--- src/rtl/arp_pkg.sv ---
// Shared constants, status codes and the packet record type of the ARP parser.
package arp_pkg;

  // Longest packet that is counted; later bytes are neither counted nor captured.
  localparam int MAX_PACKET_BYTES = 2048;
  localparam int COUNT_LIMIT = (MAX_PACKET_BYTES < 4095) ? MAX_PACKET_BYTES : 4095;
  localparam int CNT_W = 12;

  // Depth of the record queue between the capture side and the result side.
  localparam int QDEPTH = 2;
  localparam int QPTR_W = (QDEPTH > 1) ? $clog2(QDEPTH) : 1;

  // Field widths.
  localparam int MAC_W = 48;
  localparam int IP_W = 128;
  localparam int HDR_W = 64;

  // Protocol and header constants.
  localparam logic [15:0] HTYPE_ETHERNET = 16'h0001;
  localparam logic [15:0] PTYPE_IPV4 = 16'h0800;
  localparam logic [15:0] PTYPE_IPV6 = 16'h86DD;
  localparam logic [7:0] HLEN_ETHERNET = 8'd6;
  localparam logic [7:0] PLEN_IPV4 = 8'd4;
  localparam logic [7:0] PLEN_IPV6 = 8'd16;
  localparam logic [15:0] OP_REQUEST = 16'd1;
  localparam logic [15:0] OP_REPLY = 16'd2;

  // Byte offsets within the packet.
  localparam logic [CNT_W-1:0] OFS_SHA = CNT_W'(8);
  localparam logic [CNT_W-1:0] OFS_SPA = CNT_W'(14);
  localparam logic [CNT_W-1:0] OFS_THA_V4 = CNT_W'(18);
  localparam logic [CNT_W-1:0] OFS_TPA_V4 = CNT_W'(24);
  localparam logic [CNT_W-1:0] OFS_END_V4 = CNT_W'(28);
  localparam logic [CNT_W-1:0] OFS_THA_V6 = CNT_W'(30);
  localparam logic [CNT_W-1:0] OFS_TPA_V6 = CNT_W'(36);
  localparam logic [CNT_W-1:0] OFS_END_V6 = CNT_W'(52);
  localparam logic [CNT_W-1:0] CNT_MAX = CNT_W'(COUNT_LIMIT);

  // Result status codes.
  localparam logic [2:0] ST_OK = 3'd0;
  localparam logic [2:0] ST_SHORT_HEADER = 3'd1;
  localparam logic [2:0] ST_BAD_HTYPE = 3'd2;
  localparam logic [2:0] ST_BAD_PTYPE = 3'd3;
  localparam logic [2:0] ST_BAD_HLEN = 3'd4;
  localparam logic [2:0] ST_BAD_PLEN = 3'd5;
  localparam logic [2:0] ST_BAD_OPCODE = 3'd6;
  localparam logic [2:0] ST_SHORT_PAYLOAD = 3'd7;

  // One captured packet, handed from the capture side to the result side.
  typedef struct packed {
    logic [HDR_W-1:0] header;
    logic             len_ge_hdr;
    logic             len_ge_v4;
    logic             len_ge_v6;
    logic [MAC_W-1:0] sender_mac;
    logic [IP_W-1:0]  sender_ip;
    logic [MAC_W-1:0] target_mac;
    logic [IP_W-1:0]  target_ip;
  } rec_t;

endpackage

--- src/rtl/arp_front.sv ---
// Capture side: counts packet bytes and shifts header and address bytes into place.
module arp_front (
  input  logic          clk_i,
  input  logic          rst_ni,
  input  logic          accept_i,
  input  logic [7:0]    data_byte_i,
  input  logic          last_byte_i,
  output logic          push_o,
  output arp_pkg::rec_t rec_o
);

  logic [arp_pkg::CNT_W-1:0] count_q, count_d;
  logic [arp_pkg::HDR_W-1:0] hdr_q, hdr_d;
  logic [arp_pkg::MAC_W-1:0] sha_q, sha_d, tha_q, tha_d;
  logic [arp_pkg::IP_W-1:0]  spa_q, spa_d, tpa_q, tpa_d;
  logic                      v6;
  logic [arp_pkg::CNT_W-1:0] ofs_tha, ofs_tpa, ofs_end;

  // Address layout follows the protocol type already held in the header.
  assign v6      = (hdr_q[47:32] == arp_pkg::PTYPE_IPV6);
  assign ofs_tha = v6 ? arp_pkg::OFS_THA_V6 : arp_pkg::OFS_THA_V4;
  assign ofs_tpa = v6 ? arp_pkg::OFS_TPA_V6 : arp_pkg::OFS_TPA_V4;
  assign ofs_end = v6 ? arp_pkg::OFS_END_V6 : arp_pkg::OFS_END_V4;

  // Route the current byte into the field that its position selects.
  always_comb begin
    count_d = count_q;
    hdr_d   = hdr_q;
    sha_d   = sha_q;
    spa_d   = spa_q;
    tha_d   = tha_q;
    tpa_d   = tpa_q;
    if (count_q < arp_pkg::CNT_MAX) begin
      count_d = count_q + 1'b1;
      if (count_q < arp_pkg::OFS_SHA) begin
        hdr_d = {hdr_q[arp_pkg::HDR_W-9:0], data_byte_i};
      end else if (count_q < arp_pkg::OFS_SPA) begin
        sha_d = {sha_q[arp_pkg::MAC_W-9:0], data_byte_i};
      end else if (count_q < ofs_tha) begin
        spa_d = {spa_q[arp_pkg::IP_W-9:0], data_byte_i};
      end else if (count_q < ofs_tpa) begin
        tha_d = {tha_q[arp_pkg::MAC_W-9:0], data_byte_i};
      end else if (count_q < ofs_end) begin
        tpa_d = {tpa_q[arp_pkg::IP_W-9:0], data_byte_i};
      end
    end
  end

  // The record carries the fields as they stand after the final byte.
  assign push_o            = accept_i && last_byte_i;
  assign rec_o.header      = hdr_d;
  assign rec_o.len_ge_hdr  = (count_d >= arp_pkg::OFS_SHA);
  assign rec_o.len_ge_v4   = (count_d >= arp_pkg::OFS_END_V4);
  assign rec_o.len_ge_v6   = (count_d >= arp_pkg::OFS_END_V6);
  assign rec_o.sender_mac  = sha_d;
  assign rec_o.sender_ip   = spa_d;
  assign rec_o.target_mac  = tha_d;
  assign rec_o.target_ip   = tpa_d;

  // Capture registers; they clear after the final byte of each packet.
  always_ff @(posedge clk_i or negedge rst_ni) begin
    if (!rst_ni) begin
      count_q <= '0;
      hdr_q   <= '0;
      sha_q   <= '0;
      spa_q   <= '0;
      tha_q   <= '0;
      tpa_q   <= '0;
    end else if (accept_i) begin
      if (last_byte_i) begin
        count_q <= '0;
        hdr_q   <= '0;
        sha_q   <= '0;
        spa_q   <= '0;
        tha_q   <= '0;
        tpa_q   <= '0;
      end else begin
        count_q <= count_d;
        hdr_q   <= hdr_d;
        sha_q   <= sha_d;
        spa_q   <= spa_d;
        tha_q   <= tha_d;
        tpa_q   <= tpa_d;
      end
    end
  end

endmodule

--- src/rtl/arp_fifo.sv ---
// Short record queue between the capture side and the result side.
module arp_fifo (
  input  logic          clk_i,
  input  logic          rst_ni,
  input  logic          push_i,
  input  arp_pkg::rec_t rec_i,
  output logic          full_o,
  input  logic          pop_i,
  output logic          valid_o,
  output arp_pkg::rec_t rec_o
);

  arp_pkg::rec_t              mem_q [arp_pkg::QDEPTH];
  logic [arp_pkg::QPTR_W-1:0] wr_ptr_q, rd_ptr_q;
  logic [arp_pkg::QPTR_W:0]   fill_q;
  logic                       do_push, do_pop;

  assign full_o  = (fill_q == (arp_pkg::QPTR_W + 1)'(arp_pkg::QDEPTH));
  assign valid_o = (fill_q != '0);
  assign rec_o   = mem_q[rd_ptr_q];
  assign do_push = push_i && !full_o;
  assign do_pop  = pop_i && valid_o;

  // Storage needs no reset; the fill count guards every read.
  always_ff @(posedge clk_i) begin
    if (do_push) begin
      mem_q[wr_ptr_q] <= rec_i;
    end
  end

  // Pointers wrap at the queue depth.
  always_ff @(posedge clk_i or negedge rst_ni) begin
    if (!rst_ni) begin
      wr_ptr_q <= '0;
      rd_ptr_q <= '0;
      fill_q   <= '0;
    end else begin
      if (do_push) begin
        wr_ptr_q <= (wr_ptr_q == arp_pkg::QPTR_W'(arp_pkg::QDEPTH - 1)) ? '0
                                                                         : wr_ptr_q + 1'b1;
      end
      if (do_pop) begin
        rd_ptr_q <= (rd_ptr_q == arp_pkg::QPTR_W'(arp_pkg::QDEPTH - 1)) ? '0
                                                                         : rd_ptr_q + 1'b1;
      end
      if (do_push && !do_pop) begin
        fill_q <= fill_q + 1'b1;
      end else if (do_pop && !do_push) begin
        fill_q <= fill_q - 1'b1;
      end
    end
  end

endmodule

--- src/rtl/arp_back.sv ---
// Result side: checks the captured header and registers one result per packet.
module arp_back (
  input  logic                      clk_i,
  input  logic                      rst_ni,
  input  logic                      rec_valid_i,
  input  arp_pkg::rec_t             rec_i,
  output logic                      pop_o,
  output logic                      out_valid_o,
  input  logic                      out_ready_i,
  output logic [2:0]                status_o,
  output logic                      is_reply_o,
  output logic                      is_ipv6_o,
  output logic [arp_pkg::MAC_W-1:0] sender_mac_o,
  output logic [63:0]               sender_ip_upper_o,
  output logic [63:0]               sender_ip_lower_o,
  output logic [arp_pkg::MAC_W-1:0] target_mac_o,
  output logic [63:0]               target_ip_upper_o,
  output logic [63:0]               target_ip_lower_o
);

  logic [15:0] htype, ptype, opcode;
  logic [7:0]  hlen, plen;
  logic        v6, ok;
  logic [2:0]  status_d;

  logic                      valid_q;
  logic [2:0]                status_q;
  logic                      reply_q, v6_q;
  logic [arp_pkg::MAC_W-1:0] smac_q, tmac_q;
  logic [arp_pkg::IP_W-1:0]  sip_q, tip_q;

  assign htype  = rec_i.header[63:48];
  assign ptype  = rec_i.header[47:32];
  assign hlen   = rec_i.header[31:24];
  assign plen   = rec_i.header[23:16];
  assign opcode = rec_i.header[15:0];
  assign v6     = (ptype == arp_pkg::PTYPE_IPV6);

  // The first check that fails sets the status.
  always_comb begin
    if (!rec_i.len_ge_hdr) begin
      status_d = arp_pkg::ST_SHORT_HEADER;
    end else if (htype != arp_pkg::HTYPE_ETHERNET) begin
      status_d = arp_pkg::ST_BAD_HTYPE;
    end else if (ptype != arp_pkg::PTYPE_IPV4 && ptype != arp_pkg::PTYPE_IPV6) begin
      status_d = arp_pkg::ST_BAD_PTYPE;
    end else if (hlen != arp_pkg::HLEN_ETHERNET) begin
      status_d = arp_pkg::ST_BAD_HLEN;
    end else if (plen != (v6 ? arp_pkg::PLEN_IPV6 : arp_pkg::PLEN_IPV4)) begin
      status_d = arp_pkg::ST_BAD_PLEN;
    end else if (opcode != arp_pkg::OP_REQUEST && opcode != arp_pkg::OP_REPLY) begin
      status_d = arp_pkg::ST_BAD_OPCODE;
    end else if (!(v6 ? rec_i.len_ge_v6 : rec_i.len_ge_v4)) begin
      status_d = arp_pkg::ST_SHORT_PAYLOAD;
    end else begin
      status_d = arp_pkg::ST_OK;
    end
  end

  assign ok    = (status_d == arp_pkg::ST_OK);
  assign pop_o = rec_valid_i && (!valid_q || out_ready_i);

  // Output valid flag.
  always_ff @(posedge clk_i or negedge rst_ni) begin
    if (!rst_ni) begin
      valid_q <= 1'b0;
    end else if (!valid_q || out_ready_i) begin
      valid_q <= rec_valid_i;
    end
  end

  // Output payload; every field but the status reads zero on an error.
  always_ff @(posedge clk_i) begin
    if (pop_o) begin
      status_q <= status_d;
      reply_q  <= ok && (opcode == arp_pkg::OP_REPLY);
      v6_q     <= ok && v6;
      smac_q   <= ok ? rec_i.sender_mac : '0;
      sip_q    <= ok ? rec_i.sender_ip : '0;
      tmac_q   <= ok ? rec_i.target_mac : '0;
      tip_q    <= ok ? rec_i.target_ip : '0;
    end
  end

  assign out_valid_o       = valid_q;
  assign status_o          = status_q;
  assign is_reply_o        = reply_q;
  assign is_ipv6_o         = v6_q;
  assign sender_mac_o      = smac_q;
  assign sender_ip_upper_o = sip_q[127:64];
  assign sender_ip_lower_o = sip_q[63:0];
  assign target_mac_o      = tmac_q;
  assign target_ip_upper_o = tip_q[127:64];
  assign target_ip_lower_o = tip_q[63:0];

endmodule

--- src/rtl/arp_packet_parser.sv ---
// Top level of the ARP packet parser: capture side, record queue and result side.
//
// The parser takes one ARP packet byte per clock while in_ready_o is high, starting at
// the ARP header, with last_byte_i marking the final byte, and gives one result per
// packet. The capture side shifts each byte into the header or address field that its
// position selects. On the final byte the captured fields enter a two-entry queue,
// and the result side checks them and loads the output register, which drives
// out_valid_o. in_ready_o drops only while the queue holds two records, which happens
// only when the output is stalled. Bytes past the 2048th of a packet are ignored.
module arp_packet_parser (
  input  logic        clk_i,
  input  logic        rst_ni,
  input  logic        in_valid_i,
  output logic        in_ready_o,
  input  logic [7:0]  data_byte_i,
  input  logic        last_byte_i,
  output logic        out_valid_o,
  input  logic        out_ready_i,
  output logic [2:0]  status_o,
  output logic        is_reply_o,
  output logic        is_ipv6_o,
  output logic [47:0] sender_mac_o,
  output logic [63:0] sender_ip_upper_o,
  output logic [63:0] sender_ip_lower_o,
  output logic [47:0] target_mac_o,
  output logic [63:0] target_ip_upper_o,
  output logic [63:0] target_ip_lower_o
);

  logic          accept, push, full, pop, head_valid;
  arp_pkg::rec_t push_rec, head_rec;

  assign in_ready_o = !full;
  assign accept     = in_valid_i && in_ready_o;

  // Byte capture.
  arp_front u_front (
    .clk_i       (clk_i),
    .rst_ni      (rst_ni),
    .accept_i    (accept),
    .data_byte_i (data_byte_i),
    .last_byte_i (last_byte_i),
    .push_o      (push),
    .rec_o       (push_rec)
  );

  // Record queue.
  arp_fifo u_fifo (
    .clk_i   (clk_i),
    .rst_ni  (rst_ni),
    .push_i  (push),
    .rec_i   (push_rec),
    .full_o  (full),
    .pop_i   (pop),
    .valid_o (head_valid),
    .rec_o   (head_rec)
  );

  // Checks and output register.
  arp_back u_back (
    .clk_i             (clk_i),
    .rst_ni            (rst_ni),
    .rec_valid_i       (head_valid),
    .rec_i             (head_rec),
    .pop_o             (pop),
    .out_valid_o       (out_valid_o),
    .out_ready_i       (out_ready_i),
    .status_o          (status_o),
    .is_reply_o        (is_reply_o),
    .is_ipv6_o         (is_ipv6_o),
    .sender_mac_o      (sender_mac_o),
    .sender_ip_upper_o (sender_ip_upper_o),
    .sender_ip_lower_o (sender_ip_lower_o),
    .target_mac_o      (target_mac_o),
    .target_ip_upper_o (target_ip_upper_o),
    .target_ip_lower_o (target_ip_lower_o)
  );

endmodule
--- config.mk ---
export PLATFORM = sky130hd
export DESIGN_NAME = arp_packet_parser
export DESIGN_NICKNAME = d
export VERILOG_FILES = /design/src/rtl/arp_pkg.sv /design/src/rtl/arp_front.sv /design/src/rtl/arp_fifo.sv /design/src/rtl/arp_back.sv /design/src/rtl/arp_packet_parser.sv
export SDC_FILE = /design/constraint.sdc
export NUM_CORES = 2
export LEC_CHECK = 0
export BUFFER_PORTS_ARGS = -buffer_cell sky130_fd_sc_hd__buf_4
export CAP_MARGIN = 20
export CORE_UTILIZATION = 36
export CTS_CLUSTER_DIAMETER = 200
export DETAILED_ROUTE_END_ITERATION = 10
export PLACE_DENSITY = 0.56
export SETUP_SLACK_MARGIN = 0.3
export SLEW_MARGIN = 10
export SYNTH_ARGS = -nofsm -noshare
export SYNTH_HDL_FRONTEND = slang
export SYNTH_SLANG_ARGS = --single-unit
--- constraint.sdc ---
create_clock -name clk_i -period 59.2 [get_ports clk_i]
set_input_delay 8.88 -clock clk_i [delete_from_list [all_inputs] [get_ports clk_i]]
set_output_delay 8.88 -clock clk_i [all_outputs]
set_load 0.005 [all_outputs]
==> reports/results.ini <==
[drt]
first_pass_iters = 6
avgRoutedWirePerCell_um = 21.7
drtIter0Drc = 2907
drc_errors = 0
viasPerCell = 5.17
vias = 38800
wl_um = 162000
antenna_left = 0

[finish]
finalNetCount = 4992
multi_input_area_sq_um = 17800
nFillCells = 16400
synthToLayoutAreaGrowth_pct = 16.1
final_layout_size_suffix_gt1_share_pct = 19.2
seq_area_sq_um = 46700
finalNonFillerCells = 7491

[run_status]
violations = max-slew violations
status = finished, violations left

[sta]
fin_crit_sh_pct = 20.9
holdWs_ns = 0.474
slew_violations = 59
slew-limit-headroom_pct = -2.51
fmaxAchievable_mhz = 81.0
hold_violations = 0
setup_tns_ns = 0
fin_crit_ns = 12.35
setup_viol_count_final = 0
rsz0062_at_grt = false
fin_worst_skew_ns = 0.0514
worst_pin_slew_ns = 1.54

[clock_tree]
cts.sinks = 1628
cts-root-buf = clkbuf_16
insertion_delay_ns = 0.84
ctsLongestPathBuffers = 3
cts_buffers = 171
h-tree-depth = 4
tritoncts = yes
cts_resized = 0
cts_setup_buffers = 0
path_clk_slew_ns = 0.06
hold_buffers = 0

[synth]
syn-num-nets = 4752
dominantRegCellSynth = edfxtp_1
yosysTopAreaCellShare_pct = 54.4
synth_cell_types = 53
synth_cells = 4731
syn-cell-area_sq_um = 66000
ys_seq_area_share_pct = 70.8
synth_commonest_cells = edfxtp_1, nand2_1, dfrtp_1
synth.most_common_cell = edfxtp_1
synth_edf_count = 1195
synthArstFlopShare_pct = 26.6
synth_warnings = 0
ys_seq_elements = 1628
yosysTopAreaCell = edfxtp_1
yosys-top-cells-area = edfxtp_1, dfrtp_1, mux2i_1
syn_area_per_cell_sq_um = 13.9

[min_path]
hold_depth = 2
whs_endpoint = u_front.hdr_q[63]$_DFFE_PN0P_
min_path_type = reg2reg
min_from = u_front.hdr_q[63]$_DFFE_PN0P_

[placed_design]
place.gp.congestion = 0.774
io_buffers = 371
hpwl_um = 97900
placed_cells = 7165

[floorplanning]
initial_core_util_pct = 36.4
io_pins = 372
fp-row-count = 156
die_w_um = 430
die_area_sq_um = 185000
core_sq_um = 181000
die_h_um = 430

[global_routing]
grt_pass1_vias = 37700
top_usage_layer = met2
use_met1_pct = 23.3
grt_remaining_overflow = 0
grt_util_met3_pct = 2.52
grt_first_pass_wirelength_um = 243000
track_usage_pct = 17.1
grt_max_degree = 225
met2_usage_pct = 28.4
antenna_found_initial = 3

[setup_path]
path_class = in2reg
ff2ff_path_depth = 9
r2r_setup_slack_ns = 53.59
r2r-start = u_fifo.rd_ptr_q$_DFFE_PN0P_
arrival_ns = 12.80
end_kind = register
timing.rr.end = u_back.tip_q[124]$_SDFFCE_PP0P_
setup.worst_path.start_class = input port
cp_max_fo = 66
critical_path_required_ns = 59.65

[pwr]
power_density_nw_per_um2 = 41.5
power.leakage_nw = 28.7
ir_drop_mv = 0.0245

[run]
maxCapViolations = 0

## worst max path at each step
stage           startpoint                        endpoint  cells past startpoint
6_report        in_valid_i  u_fifo.mem_q[1][255]$_DFFE_PP_                      6
4_1_cts         in_valid_i  u_fifo.mem_q[1][221]$_DFFE_PP_                      6
3_5_place_dp    in_valid_i  u_fifo.mem_q[1][198]$_DFFE_PP_                      6
2_1_floorplan  last_byte_i    u_fifo.mem_q[0][0]$_DFFE_PP_                      5
3_3_place_gp    in_valid_i  u_fifo.mem_q[1][198]$_DFFE_PP_                      6
5_1_grt         in_valid_i  u_fifo.mem_q[1][221]$_DFFE_PP_                      6
## area by class of cell
| type | instances | area share, % |
|---|---|---|
| Sequential cell | 1628 | 61.0 |
| Multi-Input combinational cell | 2726 | 23.3 |
| Clock buffer | 226 | 6.08 |
| Timing Repair Buffer | 435 | 4.48 |
| Tap cell | 2370 | 3.87 |
| Clock inverter | 95 | 1.18 |
| Inverter | 9 | 0.0539 |
| Antenna cell | 2 | 0.00654 |
## worst max-delay path, cell delays in order
cell and delay (ns):
buf_4 0.11, and2_1 0.49, and3_4 0.79, buf_4 0.83, buf_4 0.86, buf_4 0.64
## sequential cells by signal, indices dropped and copies added (netlist names)
name                 cells
u_back.sender_mac_o     48
u_back.out_valid_o       1
u_back.is_ipv6_o         1
u_front.spa_q          128
u_front.hdr_q           64
u_back.target_mac_o     48
u_fifo.mem_q           838
u_fifo.rd_ptr_q          1
u_front.sha_q           48
u_front.tha_q           48
u_back.sip_q           128
u_back.tip_q           128
u_fifo.fill_q            2
u_front.tpa_q          128
u_fifo.wr_ptr_q          1
u_front.count_q         12
u_back.status_o          3
u_back.is_reply_o        1
## placed cells by master (no fill, tap or decap), types with 15 or more instances in the layout
cell       instances
dfrtp_1          432
mux2_2           290
edfxtp_1        1195
clkbuf_1          39
o21ai_1          104
nand2_1          761
a22o_1            65
clkbuf_8          15
nor4_1            21
a22oi_1          351
clkinv_1          43
buf_4            423
clkinv_2          26
nor2_1            22
clkbuf_16        172
nor3_1           360
mux2i_1          359
o21ai_0          265
## metal layers
| layer | vias to the layer above | wire length, um |
|---|---|---|
| met2 | 729 | 80300 |
| met3 | 210 | 5850 |
| met5 | - | 10 |
| met1 | 19600 | 72300 |
| met4 | 2 | 3760 |
| li1 | 18200 | - |
## cells by family (layout without fill, tap and decap cells)
| kind of cell | Yosys count | after routing | synth area share [%] |
|---|---|---|---|
| other | 0 | 2 | 0 |
| muxes | 649 | 649 | 10.4 |
| AOI/OAI and AO/OA | 821 | 821 | 8.05 |
| adders and majority gates | 8 | 8 | 0.152 |
| and+or+nand+nor | 1237 | 1237 | 8.16 |
| buffers and inverters | 377 | 765 | 2.25 |
| xor gates and xnor gates | 11 | 11 | 0.146 |
| DFF | 1628 | 1628 | 70.8 |
## per-stage QoR
stage / instance area (sq um) / total power, mW / setup slack [ns] / utilization [%]
6_report: 76600 / 3.18 / 46.85 / 42.2
5_1_grt: 76600 / 3.31 / 46.56 / 42.2
4_1_cts: 76500 / 3.23 / 46.78 / 42.2
3_5_place_dp: 70900 / 2.17 / 45.91 / 39.1
3_3_place_gp: 70900 / 2.17 / 45.97 / 39.1
2_1_floorplan: 66000 / 1.94 / 30.93 / -
## power by group
group / internal (mW) / switching, mW
combinational: 0.225 / 0.346
clock: 0.587 / 0.461
sequential: 1.46 / 0.0972
total: 2.28 / 0.904
(Power assumes the default switching activity.)
